[config.mk]
export PLATFORM = sky130hd
export DESIGN_NAME = adc_batch_min_max_avg_mv_flat
export DESIGN_NICKNAME = d
export VERILOG_FILES = /design/src/hdl/abmm_pkg.sv /design/src/hdl/abmm_req_if.sv /design/src/hdl/abmm_rsp_if.sv /design/src/hdl/abmm_div.sv /design/src/hdl/abmm_dpath.sv /design/src/hdl/abmm_ctrl.sv /design/src/hdl/adc_batch_min_max_avg_mv.sv /design/src/flat_wrapper.sv
export SDC_FILE = /design/constraint.sdc
export NUM_CORES = 1
export LEC_CHECK = 0
export ABC_AREA = 1
export BUFFER_PORTS_ARGS = -buffer_cell sky130_fd_sc_hd__buf_4
export CAP_MARGIN = 20
export CORE_MARGIN = 5
export CORE_UTILIZATION = 60
export CTS_BUF_LIST = sky130_fd_sc_hd__clkbuf_2
export DETAILED_ROUTE_END_ITERATION = 10
export PLACE_DENSITY_LB_ADDON = 0.3
export REMOVE_ABC_BUFFERS = 1
export SLEW_MARGIN = 20
export SYNTH_ARGS = -nofsm -noshare
export SYNTH_HDL_FRONTEND = slang
export SYNTH_SLANG_ARGS = --single-unit
[constraint.sdc]
create_clock -name clock -period 7.4 [get_ports clock]
set_input_delay 0.37 -clock clock [delete_from_list [all_inputs] [get_ports clock]]
set_output_delay 0.37 -clock clock [all_outputs]
set_load 0.02 [all_outputs]
[src/hdl/abmm_pkg.sv]
// ---------------------------------------------------------------------------
// abmm_pkg
// Shared types and constants for the batch min/max/average block
// ---------------------------------------------------------------------------
`default_nettype none
package abmm_pkg;

   localparam int SAMPLE_BITS = 12;
   localparam int MAX_BATCH   = 255;
   localparam int CNT_W       = 8;
   localparam int SUM_W       = 20;
   localparam int CAL_W       = 12;
   localparam int SLOPE_W     = 16;
   localparam int MV_W        = 16;
   localparam int CSR_IDX_W   = 2;
   localparam int CSR_DATA_W  = 16;

   // product of calibrated count and slope, also the divider dividend
   localparam int DIVD_W      = CAL_W + SLOPE_W;
   localparam int DIVS_W      = SLOPE_W;
   localparam int DIV_CNT_W   = $clog2(DIVD_W + 1);

   localparam logic [CAL_W-1:0]   BASE_OFFSET_RST = CAL_W'(6);
   localparam logic [SLOPE_W-1:0] SLOPE_NUM_RST   = SLOPE_W'(12341);
   localparam logic [SLOPE_W-1:0] SLOPE_DEN_RST   = SLOPE_W'(10000);

   localparam logic [CSR_IDX_W-1:0] CSR_BASE_OFFSET = CSR_IDX_W'(0);
   localparam logic [CSR_IDX_W-1:0] CSR_SLOPE_NUM   = CSR_IDX_W'(1);
   localparam logic [CSR_IDX_W-1:0] CSR_SLOPE_DEN   = CSR_IDX_W'(2);

   typedef enum logic [2:0] {
      ST_COLLECT,
      ST_AVG_START,
      ST_AVG_WAIT,
      ST_MUL,
      ST_DIV_START,
      ST_DIV_WAIT,
      ST_OUT
   } state_type;

   typedef enum logic [1:0] {
      JOB_MIN,
      JOB_MAX,
      JOB_AVG
   } job_type;

   typedef struct packed {
      logic    stat_en;
      logic    div_start;
      logic    div_avg;
      logic    avg_cap;
      logic    mul_en;
      logic    mv_cap;
      logic    out_load;
      job_type job;
   } cmd_type;

   typedef struct packed {
      logic div_busy;
      logic rsp_free;
   } status_type;

   typedef struct packed {
      logic [SAMPLE_BITS-1:0] min_count;
      logic [SAMPLE_BITS-1:0] max_count;
      logic [SAMPLE_BITS-1:0] avg_count;
      logic [MV_W-1:0]        min_millivolts;
      logic [MV_W-1:0]        max_millivolts;
      logic [MV_W-1:0]        avg_millivolts;
      logic                   batch_overflow;
   } rsp_data_type;

endpackage
`default_nettype wire

[src/hdl/abmm_req_if.sv]
// ---------------------------------------------------------------------------
// abmm_req_if
// Sample channel: one converter reading with its last-of-batch mark
// ---------------------------------------------------------------------------
`default_nettype none
interface abmm_req_if
   import abmm_pkg::*;
();
   logic                   valid;
   logic                   ready;
   logic [SAMPLE_BITS-1:0] sample;
   logic                   last;

   modport source (output valid, output sample, output last, input ready);
   modport sink   (input valid, input sample, input last, output ready);
endinterface
`default_nettype wire

[src/hdl/abmm_rsp_if.sv]
// ---------------------------------------------------------------------------
// abmm_rsp_if
// Result channel: batch statistics in counts and millivolts
// ---------------------------------------------------------------------------
`default_nettype none
interface abmm_rsp_if
   import abmm_pkg::*;
();
   logic                   valid;
   logic                   ready;
   logic [SAMPLE_BITS-1:0] min_count;
   logic [SAMPLE_BITS-1:0] max_count;
   logic [SAMPLE_BITS-1:0] avg_count;
   logic [MV_W-1:0]        min_millivolts;
   logic [MV_W-1:0]        max_millivolts;
   logic [MV_W-1:0]        avg_millivolts;
   logic                   batch_overflow;

   modport source (output valid, output min_count, output max_count, output avg_count,
                   output min_millivolts, output max_millivolts, output avg_millivolts,
                   output batch_overflow, input ready);
   modport sink   (input valid, input min_count, input max_count, input avg_count,
                   input min_millivolts, input max_millivolts, input avg_millivolts,
                   input batch_overflow, output ready);
endinterface
`default_nettype wire

[src/hdl/abmm_div.sv]
// ---------------------------------------------------------------------------
// abmm_div
// Restoring unsigned divider, one quotient bit per cycle
// ---------------------------------------------------------------------------
`default_nettype none
module abmm_div
   import abmm_pkg::*;
(
   input  wire logic              clock,
   input  wire logic              reset,
   input  wire logic              start,
   input  wire logic [DIVD_W-1:0] dividend,
   input  wire logic [DIVS_W-1:0] divisor,
   output logic                   busy,
   output logic [DIVD_W-1:0]      quotient
);

   logic [DIV_CNT_W-1:0] cnt_ff, cnt_in;
   logic [DIVD_W-1:0]    quo_ff, quo_in;
   logic [DIVS_W-1:0]    rem_ff, rem_in;
   logic [DIVS_W-1:0]    dvs_ff, dvs_in;
   logic [DIVS_W:0]      trial;
   logic [DIVS_W:0]      diff;
   logic                 fits;

   always_comb begin
      trial  = {rem_ff, quo_ff[DIVD_W-1]};
      diff   = trial - {1'b0, dvs_ff};
      fits   = trial >= {1'b0, dvs_ff};
      cnt_in = cnt_ff;
      quo_in = quo_ff;
      rem_in = rem_ff;
      dvs_in = dvs_ff;
      if (start) begin
         cnt_in = DIV_CNT_W'(DIVD_W);
         quo_in = dividend;
         rem_in = '0;
         dvs_in = divisor;
      end else if (cnt_ff != '0) begin
         cnt_in = cnt_ff - DIV_CNT_W'(1);
         quo_in = {quo_ff[DIVD_W-2:0], fits};
         // a zero divisor always fits, leaving an all-ones quotient
         rem_in = fits ? diff[DIVS_W-1:0] : trial[DIVS_W-1:0];
      end
   end

   always_ff @(posedge clock) begin
      if (reset) begin
         cnt_ff <= '0;
      end else begin
         cnt_ff <= cnt_in;
      end
   end

   always_ff @(posedge clock) begin
      quo_ff <= quo_in;
      rem_ff <= rem_in;
      dvs_ff <= dvs_in;
   end

   assign busy     = cnt_ff != '0;
   assign quotient = quo_ff;

endmodule
`default_nettype wire

[src/hdl/abmm_dpath.sv]
// ---------------------------------------------------------------------------
// abmm_dpath
// Running statistics, calibration registers, multiply/divide and result register
// ---------------------------------------------------------------------------
`default_nettype none
module abmm_dpath
   import abmm_pkg::*;
(
   input  wire logic                   clock,
   input  wire logic                   reset,
   input  wire cmd_type                cmd,
   output status_type                  status,
   input  wire logic [SAMPLE_BITS-1:0] sample,
   input  wire logic                   csr_we,
   input  wire logic [CSR_IDX_W-1:0]   csr_index,
   input  wire logic [CSR_DATA_W-1:0]  csr_wdata,
   output logic                        rsp_valid,
   input  wire logic                   rsp_ready,
   output rsp_data_type                rsp_data
);

   logic [CAL_W-1:0]       offset_ff;
   logic [SLOPE_W-1:0]     num_ff;
   logic [SLOPE_W-1:0]     den_ff;

   logic [SAMPLE_BITS-1:0] min_ff, min_in;
   logic [SAMPLE_BITS-1:0] max_ff, max_in;
   logic [SUM_W-1:0]       sum_ff, sum_in;
   logic [CNT_W-1:0]       cnt_ff, cnt_in;
   logic                   ovf_ff, ovf_in;

   logic [SAMPLE_BITS-1:0] avg_ff;
   logic [MV_W-1:0]        min_mv_ff, max_mv_ff, avg_mv_ff;
   logic [DIVD_W-1:0]      prod_ff;
   logic                   zero_ff;

   logic                   rsp_valid_ff;
   rsp_data_type           rsp_data_ff;

   logic [SAMPLE_BITS-1:0] mul_src;
   logic                   at_offset;
   logic [CAL_W-1:0]       cal_diff;
   logic [DIVD_W-1:0]      dividend;
   logic [DIVS_W-1:0]      divisor;
   logic [DIVD_W-1:0]      quotient;
   logic                   div_busy;
   logic [MV_W-1:0]        mv_val;

   // configuration registers
   always_ff @(posedge clock) begin
      if (reset) begin
         offset_ff <= BASE_OFFSET_RST;
         num_ff    <= SLOPE_NUM_RST;
         den_ff    <= SLOPE_DEN_RST;
      end else if (csr_we) begin
         unique case (csr_index)
            CSR_BASE_OFFSET: offset_ff <= csr_wdata[CAL_W-1:0];
            CSR_SLOPE_NUM:   num_ff    <= csr_wdata[SLOPE_W-1:0];
            CSR_SLOPE_DEN:   den_ff    <= csr_wdata[SLOPE_W-1:0];
            default: begin
            end
         endcase
      end
   end

   // running statistics
   always_comb begin
      min_in = min_ff;
      max_in = max_ff;
      sum_in = sum_ff;
      cnt_in = cnt_ff;
      ovf_in = ovf_ff;
      if (cmd.out_load) begin
         min_in = '0;
         max_in = '0;
         sum_in = '0;
         cnt_in = '0;
         ovf_in = 1'b0;
      end else if (cmd.stat_en) begin
         if (cnt_ff < CNT_W'(MAX_BATCH)) begin
            if (cnt_ff == '0) begin
               min_in = sample;
               max_in = sample;
            end else begin
               if (sample < min_ff) min_in = sample;
               if (sample > max_ff) max_in = sample;
            end
            sum_in = sum_ff + SUM_W'(sample);
            cnt_in = cnt_ff + CNT_W'(1);
         end else begin
            ovf_in = 1'b1;
         end
      end
   end

   always_ff @(posedge clock) begin
      if (reset) begin
         min_ff <= '0;
         max_ff <= '0;
         sum_ff <= '0;
         cnt_ff <= '0;
         ovf_ff <= 1'b0;
      end else begin
         min_ff <= min_in;
         max_ff <= max_in;
         sum_ff <= sum_in;
         cnt_ff <= cnt_in;
         ovf_ff <= ovf_in;
      end
   end

   // calibration multiply
   always_comb begin
      unique case (cmd.job)
         JOB_MIN: mul_src = min_ff;
         JOB_MAX: mul_src = max_ff;
         JOB_AVG: mul_src = avg_ff;
         default: mul_src = avg_ff;
      endcase
      at_offset = SAMPLE_BITS'(mul_src) <= SAMPLE_BITS'(offset_ff);
      cal_diff  = CAL_W'(mul_src) - offset_ff;
   end

   always_ff @(posedge clock) begin
      if (cmd.mul_en) begin
         prod_ff <= DIVD_W'(cal_diff) * DIVD_W'(den_ff);
         zero_ff <= at_offset;
      end
   end

   // shared divider: mean first, then the three millivolt values
   assign dividend = cmd.div_avg ? DIVD_W'(sum_ff) : prod_ff;
   assign divisor  = cmd.div_avg ? DIVS_W'(cnt_ff) : num_ff;

   abmm_div u_div (
      .clock    (clock),
      .reset    (reset),
      .start    (cmd.div_start),
      .dividend (dividend),
      .divisor  (divisor),
      .busy     (div_busy),
      .quotient (quotient)
   );

   // zero at or below the offset, else saturate at full scale
   always_comb begin
      if (zero_ff) begin
         mv_val = '0;
      end else if (quotient[DIVD_W-1:MV_W] != '0) begin
         mv_val = '1;
      end else begin
         mv_val = quotient[MV_W-1:0];
      end
   end

   always_ff @(posedge clock) begin
      if (cmd.avg_cap) begin
         avg_ff <= quotient[SAMPLE_BITS-1:0];
      end
      if (cmd.mv_cap) begin
         unique case (cmd.job)
            JOB_MIN: min_mv_ff <= mv_val;
            JOB_MAX: max_mv_ff <= mv_val;
            JOB_AVG: avg_mv_ff <= mv_val;
            default: avg_mv_ff <= mv_val;
         endcase
      end
   end

   // result register
   always_ff @(posedge clock) begin
      if (reset) begin
         rsp_valid_ff <= 1'b0;
      end else if (cmd.out_load) begin
         rsp_valid_ff <= 1'b1;
      end else if (rsp_ready) begin
         rsp_valid_ff <= 1'b0;
      end
   end

   always_ff @(posedge clock) begin
      if (cmd.out_load) begin
         rsp_data_ff.min_count      <= min_ff;
         rsp_data_ff.max_count      <= max_ff;
         rsp_data_ff.avg_count      <= avg_ff;
         rsp_data_ff.min_millivolts <= min_mv_ff;
         rsp_data_ff.max_millivolts <= max_mv_ff;
         rsp_data_ff.avg_millivolts <= avg_mv_ff;
         rsp_data_ff.batch_overflow <= ovf_ff;
      end
   end

   assign rsp_valid       = rsp_valid_ff;
   assign rsp_data        = rsp_data_ff;
   assign status.div_busy = div_busy;
   assign status.rsp_free = !rsp_valid_ff || rsp_ready;

endmodule
`default_nettype wire

[src/hdl/abmm_ctrl.sv]
// ---------------------------------------------------------------------------
// abmm_ctrl
// Sequencer: collects samples, then runs the mean and calibration steps
// ---------------------------------------------------------------------------
`default_nettype none
module abmm_ctrl
   import abmm_pkg::*;
(
   input  wire logic       clock,
   input  wire logic       reset,
   input  wire logic       req_valid,
   input  wire logic       req_last,
   output logic            req_ready,
   input  wire status_type status,
   output cmd_type         cmd
);

   state_type state_ff, state_in;
   job_type   job_ff, job_in;
   logic      accept;

   always_ff @(posedge clock) begin
      if (reset) begin
         state_ff <= ST_COLLECT;
         job_ff   <= JOB_MIN;
      end else begin
         state_ff <= state_in;
         job_ff   <= job_in;
      end
   end

   always_comb begin
      state_in      = state_ff;
      job_in        = job_ff;
      req_ready     = 1'b0;
      accept        = 1'b0;
      cmd           = '0;
      cmd.job       = job_ff;
      unique case (state_ff)
         ST_COLLECT: begin
            req_ready   = 1'b1;
            accept      = req_valid;
            cmd.stat_en = accept;
            if (accept && req_last) begin
               state_in = ST_AVG_START;
            end
         end
         ST_AVG_START: begin
            cmd.div_start = 1'b1;
            cmd.div_avg   = 1'b1;
            state_in      = ST_AVG_WAIT;
         end
         ST_AVG_WAIT: begin
            if (!status.div_busy) begin
               cmd.avg_cap = 1'b1;
               job_in      = JOB_MIN;
               state_in    = ST_MUL;
            end
         end
         ST_MUL: begin
            cmd.mul_en = 1'b1;
            state_in   = ST_DIV_START;
         end
         ST_DIV_START: begin
            cmd.div_start = 1'b1;
            state_in      = ST_DIV_WAIT;
         end
         ST_DIV_WAIT: begin
            if (!status.div_busy) begin
               cmd.mv_cap = 1'b1;
               unique case (job_ff)
                  JOB_MIN: begin
                     job_in   = JOB_MAX;
                     state_in = ST_MUL;
                  end
                  JOB_MAX: begin
                     job_in   = JOB_AVG;
                     state_in = ST_MUL;
                  end
                  default: begin
                     state_in = ST_OUT;
                  end
               endcase
            end
         end
         ST_OUT: begin
            // hold until the result register can take a new beat
            if (status.rsp_free) begin
               cmd.out_load = 1'b1;
               state_in     = ST_COLLECT;
            end
         end
         default: begin
            state_in = ST_COLLECT;
         end
      endcase
   end

endmodule
`default_nettype wire

[src/hdl/adc_batch_min_max_avg_mv.sv]
// ---------------------------------------------------------------------------
// adc_batch_min_max_avg_mv
// Batch minimum, maximum and mean of converter samples with mV calibration
// ---------------------------------------------------------------------------
// req_ch carries one 12-bit sample per beat plus a last mark. Samples that
// do not close a batch are taken one per cycle and only update the running
// min, max, sum and count. Beats past 255 in one batch are dropped and
// flag batch_overflow.
// The beat with last set starts the closing sequence: the mean is worked out
// on a radix-2 divider, then each of min, max and mean is offset, multiplied
// by slope_denominator and divided by slope_numerator on the same divider.
// One rsp_ch beat follows each batch; req_ch.ready is low from the last
// sample until the sequence has loaded the result register.
// rsp_ch is a registered output: a waiting result does not block the next
// batch, but a second closing sample holds in its final step until the
// first result beat has been taken.
// csr_we/csr_index/csr_wdata write base_offset (0), slope_numerator (1) and
// slope_denominator (2); write only while idle.
// Reset (synchronous) restores calibration defaults and clears the batch.
// ---------------------------------------------------------------------------
`default_nettype none
module adc_batch_min_max_avg_mv
   import abmm_pkg::*;
(
   input  wire logic                  clock,
   input  wire logic                  reset,
   abmm_req_if.sink                   req_ch,
   abmm_rsp_if.source                 rsp_ch,
   input  wire logic                  csr_we,
   input  wire logic [CSR_IDX_W-1:0]  csr_index,
   input  wire logic [CSR_DATA_W-1:0] csr_wdata
);

   cmd_type      cmd;
   status_type   status;
   rsp_data_type rsp_data;
   logic         req_ready;
   logic         rsp_valid;

   abmm_ctrl u_ctrl (
      .clock     (clock),
      .reset     (reset),
      .req_valid (req_ch.valid),
      .req_last  (req_ch.last),
      .req_ready (req_ready),
      .status    (status),
      .cmd       (cmd)
   );

   abmm_dpath u_dpath (
      .clock     (clock),
      .reset     (reset),
      .cmd       (cmd),
      .status    (status),
      .sample    (req_ch.sample),
      .csr_we    (csr_we),
      .csr_index (csr_index),
      .csr_wdata (csr_wdata),
      .rsp_valid (rsp_valid),
      .rsp_ready (rsp_ch.ready),
      .rsp_data  (rsp_data)
   );

   assign req_ch.ready          = req_ready;
   assign rsp_ch.valid          = rsp_valid;
   assign rsp_ch.min_count      = rsp_data.min_count;
   assign rsp_ch.max_count      = rsp_data.max_count;
   assign rsp_ch.avg_count      = rsp_data.avg_count;
   assign rsp_ch.min_millivolts = rsp_data.min_millivolts;
   assign rsp_ch.max_millivolts = rsp_data.max_millivolts;
   assign rsp_ch.avg_millivolts = rsp_data.avg_millivolts;
   assign rsp_ch.batch_overflow = rsp_data.batch_overflow;

endmodule
`default_nettype wire

[src/flat_wrapper.sv]
// flat-port wrapper written by rule: the top's interface ports become plain ports
module adc_batch_min_max_avg_mv_flat import abmm_pkg::*;
  (clock, reset, csr_we, csr_index, csr_wdata, req_ch_valid, req_ch_sample, req_ch_last, req_ch_ready, rsp_ch_valid, rsp_ch_min_count, rsp_ch_max_count, rsp_ch_avg_count, rsp_ch_min_millivolts, rsp_ch_max_millivolts, rsp_ch_avg_millivolts, rsp_ch_batch_overflow, rsp_ch_ready);
  abmm_req_if req_ch_i ();
  abmm_rsp_if rsp_ch_i ();
  input  wire logic clock;
  input  wire logic reset;
  input  wire logic csr_we;
  input  wire logic [CSR_IDX_W-1:0] csr_index;
  input  wire logic [CSR_DATA_W-1:0] csr_wdata;
  input wire logic [$bits(req_ch_i.valid)-1:0] req_ch_valid;
  input wire logic [$bits(req_ch_i.sample)-1:0] req_ch_sample;
  input wire logic [$bits(req_ch_i.last)-1:0] req_ch_last;
  output wire logic [$bits(req_ch_i.ready)-1:0] req_ch_ready;
  output wire logic [$bits(rsp_ch_i.valid)-1:0] rsp_ch_valid;
  output wire logic [$bits(rsp_ch_i.min_count)-1:0] rsp_ch_min_count;
  output wire logic [$bits(rsp_ch_i.max_count)-1:0] rsp_ch_max_count;
  output wire logic [$bits(rsp_ch_i.avg_count)-1:0] rsp_ch_avg_count;
  output wire logic [$bits(rsp_ch_i.min_millivolts)-1:0] rsp_ch_min_millivolts;
  output wire logic [$bits(rsp_ch_i.max_millivolts)-1:0] rsp_ch_max_millivolts;
  output wire logic [$bits(rsp_ch_i.avg_millivolts)-1:0] rsp_ch_avg_millivolts;
  output wire logic [$bits(rsp_ch_i.batch_overflow)-1:0] rsp_ch_batch_overflow;
  input wire logic [$bits(rsp_ch_i.ready)-1:0] rsp_ch_ready;
  assign req_ch_i.valid = req_ch_valid;
  assign req_ch_i.sample = req_ch_sample;
  assign req_ch_i.last = req_ch_last;
  assign req_ch_ready = req_ch_i.ready;
  assign rsp_ch_valid = rsp_ch_i.valid;
  assign rsp_ch_min_count = rsp_ch_i.min_count;
  assign rsp_ch_max_count = rsp_ch_i.max_count;
  assign rsp_ch_avg_count = rsp_ch_i.avg_count;
  assign rsp_ch_min_millivolts = rsp_ch_i.min_millivolts;
  assign rsp_ch_max_millivolts = rsp_ch_i.max_millivolts;
  assign rsp_ch_avg_millivolts = rsp_ch_i.avg_millivolts;
  assign rsp_ch_batch_overflow = rsp_ch_i.batch_overflow;
  assign rsp_ch_i.ready = rsp_ch_ready;
  adc_batch_min_max_avg_mv u_core (.clock(clock), .reset(reset), .req_ch(req_ch_i), .rsp_ch(rsp_ch_i), .csr_we(csr_we), .csr_index(csr_index), .csr_wdata(csr_wdata));
endmodule
==> run_summary.xml <==
<?xml version="1.0" encoding="UTF-8"?>
<metrics>
  <group name="routing">
    <metric name="postRouteAntennaNets" unit="">0</metric>
    <metric name="drt_wl_total" unit="µm">56600</metric>
    <metric name="iter_0_drt_violations" unit="">1496</metric>
    <metric name="post-route-drc-count" unit="">0</metric>
    <metric name="drt_pass1_iterations" unit="">7</metric>
    <metric name="routed_via_density" unit="">5.55</metric>
    <metric name="detailroute.via_count" unit="">17800</metric>
    <metric name="wire_per_inst" unit="µm">17.7</metric>
  </group>
  <group name="cells_and_area">
    <metric name="multi_input_gate_area_in_the_final_layout" unit="mm²">0.0108</metric>
    <metric name="finish.net_count" unit="">2988</metric>
    <metric name="layout-drive-gt1-share" unit="%">12.6</metric>
    <metric name="area_delta_synth_final" unit="%">12.2</metric>
    <metric name="most-common-layout-cells" unit="">519 x sky130_fd_sc_hd__nand2_1, 440 x sky130_fd_sc_hd__inv_1, 218 x sky130_fd_sc_hd__edfxtp_1</metric>
    <metric name="layout.cells.most_common" unit="">sky130_fd_sc_hd__nand2_1</metric>
    <metric name="register_area" unit="mm²">0.00903</metric>
    <metric name="final_layout_fill_cell_count" unit="">2808</metric>
    <metric name="final_cell_count_no_fill" unit="">3207</metric>
  </group>
  <group name="setup_path">
    <metric name="critPathLaunchType" unit="">flop</metric>
    <metric name="r2r-start" unit="">u_core.u_ctrl.job_ff[1]</metric>
    <metric name="cp.buffers_inverters" unit="">5</metric>
    <metric name="crit_family" unit="">adder cells</metric>
    <metric name="critical_path_peak_fanout" unit="">11</metric>
    <metric name="critPathMostFrequentCell" unit="">sky130_fd_sc_hd__fa_1</metric>
    <metric name="critical_path.endpoint_type" unit="">flop</metric>
    <metric name="critical_path.slowest_cell" unit="">sky130_fd_sc_hd__fa_1</metric>
    <metric name="r2r-end" unit="">u_core.u_dpath.prod_ff[27]</metric>
    <metric name="critPathMaxStageDelay" unit="ns">0.59</metric>
    <metric name="startpoint_of_the_most_critical_setup_path" unit="">u_core.u_ctrl.job_ff[1]</metric>
    <metric name="criticalPathCategory" unit="">flop to flop</metric>
    <metric name="worst-endpoint-required" unit="ns">8.13</metric>
    <metric name="r2r_setup_slack" unit="ns">0.36</metric>
    <metric name="cp_data_arrival_time" unit="ns">7.77</metric>
    <metric name="r2r.worst_path.cells" unit="">27</metric>
  </group>
  <group name="clock_tree">
    <metric name="clkSinkCount" unit="">342</metric>
    <metric name="cts_max_level" unit="">3</metric>
    <metric name="insertion_delay_of_the_later_clocked_pin_in_the_worst_skew_pair" unit="ns">1.00</metric>
    <metric name="tritoncts_clock_tree" unit="">built</metric>
    <metric name="clock-root-buffer" unit="">sky130_fd_sc_hd__clkbuf_2</metric>
    <metric name="tritoncts.num_buffers" unit="">85</metric>
    <metric name="cts.path.max_buffers" unit="">3</metric>
    <metric name="clkSlewWorstSetupHoldPaths" unit="ns">0.11</metric>
  </group>
  <group name="timing">
    <metric name="worst_slew_margin_rel" unit="%">26.2</metric>
    <metric name="timing.final.crit_period" unit="ns">7.04</metric>
    <metric name="fmax" unit="MHz">142</metric>
    <metric name="final.period_utilization" unit="%">95.1</metric>
    <metric name="max_slew.worst_pin.slew" unit="ns">1.10</metric>
    <metric name="maxSlewViolCount" unit="">0</metric>
    <metric name="final.setup.tns" unit="ns">0</metric>
    <metric name="worst_clock_skew" unit="ns">0.0761</metric>
    <metric name="finalSetupViolations" unit="">0</metric>
    <metric name="final-hold-violation-count" unit="">0</metric>
    <metric name="rsz0062_at_grt" unit="">false</metric>
  </group>
  <group name="grt">
    <metric name="grt_ovf" unit="">0</metric>
    <metric name="grt_max_degree" unit="">86</metric>
    <metric name="grt_first_pass_wirelength" unit="µm">91000</metric>
    <metric name="grt_antenna_before_repair" unit="">1</metric>
    <metric name="track_usage" unit="%">27.9</metric>
    <metric name="via_count_of_the_first_global_routing_pass" unit="">17500</metric>
  </group>
  <group name="yosys">
    <metric name="ys_async_sr_fraction" unit="%">0</metric>
    <metric name="synth_area_per_cell" unit="µm²">8.84</metric>
    <metric name="synth.cell_area" unit="mm²">0.0218</metric>
    <metric name="synth.area.top_cells" unit="">sky130_fd_sc_hd__edfxtp_1 30%, sky130_fd_sc_hd__fa_1 13%, sky130_fd_sc_hd__dfxtp_1 11%, sky130_fd_sc_hd__nand2_1 9.0%, sky130_fd_sc_hd__ha_1 7.6%</metric>
    <metric name="yosysWarningCount" unit="">0</metric>
    <metric name="post_synth_num_cell_types" unit="">52</metric>
    <metric name="post-synth-top-area-fraction" unit="%">30.0</metric>
    <metric name="synth_edf_count" unit="">218</metric>
    <metric name="synth.yosys.seq_area_share" unit="%">41.4</metric>
    <metric name="synthDominantAreaCellType" unit="">sky130_fd_sc_hd__edfxtp_1</metric>
    <metric name="postSynthRegisterBits" unit="">342</metric>
    <metric name="ys_dominant_reg_cell" unit="">sky130_fd_sc_hd__edfxtp_1</metric>
    <metric name="netlist_instances" unit="">2470</metric>
  </group>
  <group name="place">
    <metric name="routabilityCongestion" unit="">0.957</metric>
    <metric name="placed_cells_incl_taps" unit="">3002</metric>
    <metric name="post-dp-hpwl" unit="µm">42900</metric>
    <metric name="place.port_buffers" unit="">122</metric>
  </group>
  <group name="floorplanning">
    <metric name="floorplan.die.height" unit="µm">201</metric>
    <metric name="starting_density_of_the_core" unit="%">61.1</metric>
    <metric name="row_count" unit="">69</metric>
    <metric name="design.die.area" unit="mm²">0.0403</metric>
    <metric name="die_w" unit="µm">201</metric>
    <metric name="fp.coreArea" unit="mm²">0.0357</metric>
    <metric name="ioPinCount" unit="">123</metric>
  </group>
  <group name="outcome">
    <metric name="outcome" unit="">finished, final reports clean</metric>
  </group>
  <group name="worst_hold_path">
    <metric name="worstHoldStart" unit="">csr_we</metric>
    <metric name="hold_class" unit="">input pin to flop</metric>
    <metric name="holdPathStages" unit="">3</metric>
    <metric name="hold_end" unit="">u_core.u_dpath.den_ff[5]</metric>
  </group>
  <group name="run">
    <metric name="reported_max_cap_violation_count" unit="">0</metric>
  </group>
</metrics>
==> logic make-up (layout without fill, tap and decap cells) <==
kind of cell	count (synthesis)	after routing	share of synthesized area [%]
simple gates	962	962	18.8
buf+inv	529	804	9.45
flops	342	342	41.4
compound gates	329	329	8.36
fa+ha+maj	275	275	20.7
xor+xnor	33	33	1.32
other cells	0	1	0
==> metal layers <==
metal  vias to the layer above  GRT usage (%)  wire length (µm)
met5                         -              0                 0
li1                       8415              -                 -
met3                       134           5.36              4690
met4                         0           11.6              2050
met2                       847           45.7             26800
met1                      8397           36.8             23100
==> layout make-up <==
type                    instances  share of cell area [%]
multi-input cells            1599                    44.1
clock buffers                 123                    2.51
clock inverters                32                   0.746
flip-flops and latches        342                    36.9
diodes                          1                  0.0102
inverters                     456                    7.02
well taps                     461                    2.36
repair buffers                193                    6.42
==> how the worst max path moves through the flow <==
stage,endpoint,slack [ns],depth (start not counted)
3_5_place_dp,u_core.u_dpath.prod_ff[27],0.10,30
3_3_place_gp,u_core.u_dpath.prod_ff[27],0.34,33
4_1_cts,u_core.u_dpath.prod_ff[27],0.12,30
5_1_grt,u_core.u_dpath.prod_ff[27],0.01,32
6_report,u_core.u_dpath.prod_ff[27],0.36,27
2_1_floorplan,u_core.u_dpath.prod_ff[27],0.61,30
==> worst min-delay path: cells and delay by family <==
kind / cells / cell delay, ns
compound gates: 1 / 0.14
buf+inv: 1 / 0.12
simple gates: 1 / 0.52
==> state kept, by name, summed over array words and instances (netlist names), 20 cells and up <==
name                           count
u_core.u_dpath.sum_ff             20
u_core.u_dpath.prod_ff            28
u_core.u_dpath.u_div.quotient     28
u_core.u_dpath.rsp_data           85
==> timing repair <==
item,CTS,global route
buffers inserted,0,0
endpoints found under the hold margin,101,0
setup endpoints to repair,0,15
gates resized for setup,0,18
hold buffers,49,0
==> through the flow <==
stage               instance area, µm²  hold WS [ns]  utilization (%)  setup slack, ns
floorplan                        21500         0.400                -            0.611
global placement                 23100         0.402             64.7            0.337
CTS                              24400        0.0832             68.4            0.116
global route                     24500         0.147             68.5           0.0119
finish                           24500         0.184             68.5            0.362
detailed placement               23100         0.405             64.7            0.103
==> Yosys cell counts (11+ instances only) <==
library cell and number:
sky130_fd_sc_hd__nand2_1 522, sky130_fd_sc_hd__inv_1 440, sky130_fd_sc_hd__edfxtp_1 218, sky130_fd_sc_hd__nor2_1 195, sky130_fd_sc_hd__nand3_1 144, sky130_fd_sc_hd__fa_1 143
sky130_fd_sc_hd__a21oi_1 142, sky130_fd_sc_hd__ha_1 132, sky130_fd_sc_hd__dfxtp_1 124, sky130_fd_sc_hd__o21ai_0 104, sky130_fd_sc_hd__clkbuf_1 38, sky130_fd_sc_hd__nor3_1 26
sky130_fd_sc_hd__xor2_1 21, sky130_fd_sc_hd__buf_2 20, sky130_fd_sc_hd__o22ai_1 20, sky130_fd_sc_hd__nand4_1 19, sky130_fd_sc_hd__nand3b_1 15, sky130_fd_sc_hd__o211ai_1 13
sky130_fd_sc_hd__inv_2 12, sky130_fd_sc_hd__xnor2_1 12, sky130_fd_sc_hd__a31oi_1 11, sky130_fd_sc_hd__o21bai_1 11
Power is left out: the tool's default activity adds up to more than one toggle a clock period on the data nets, which glitch-free logic cannot reach.
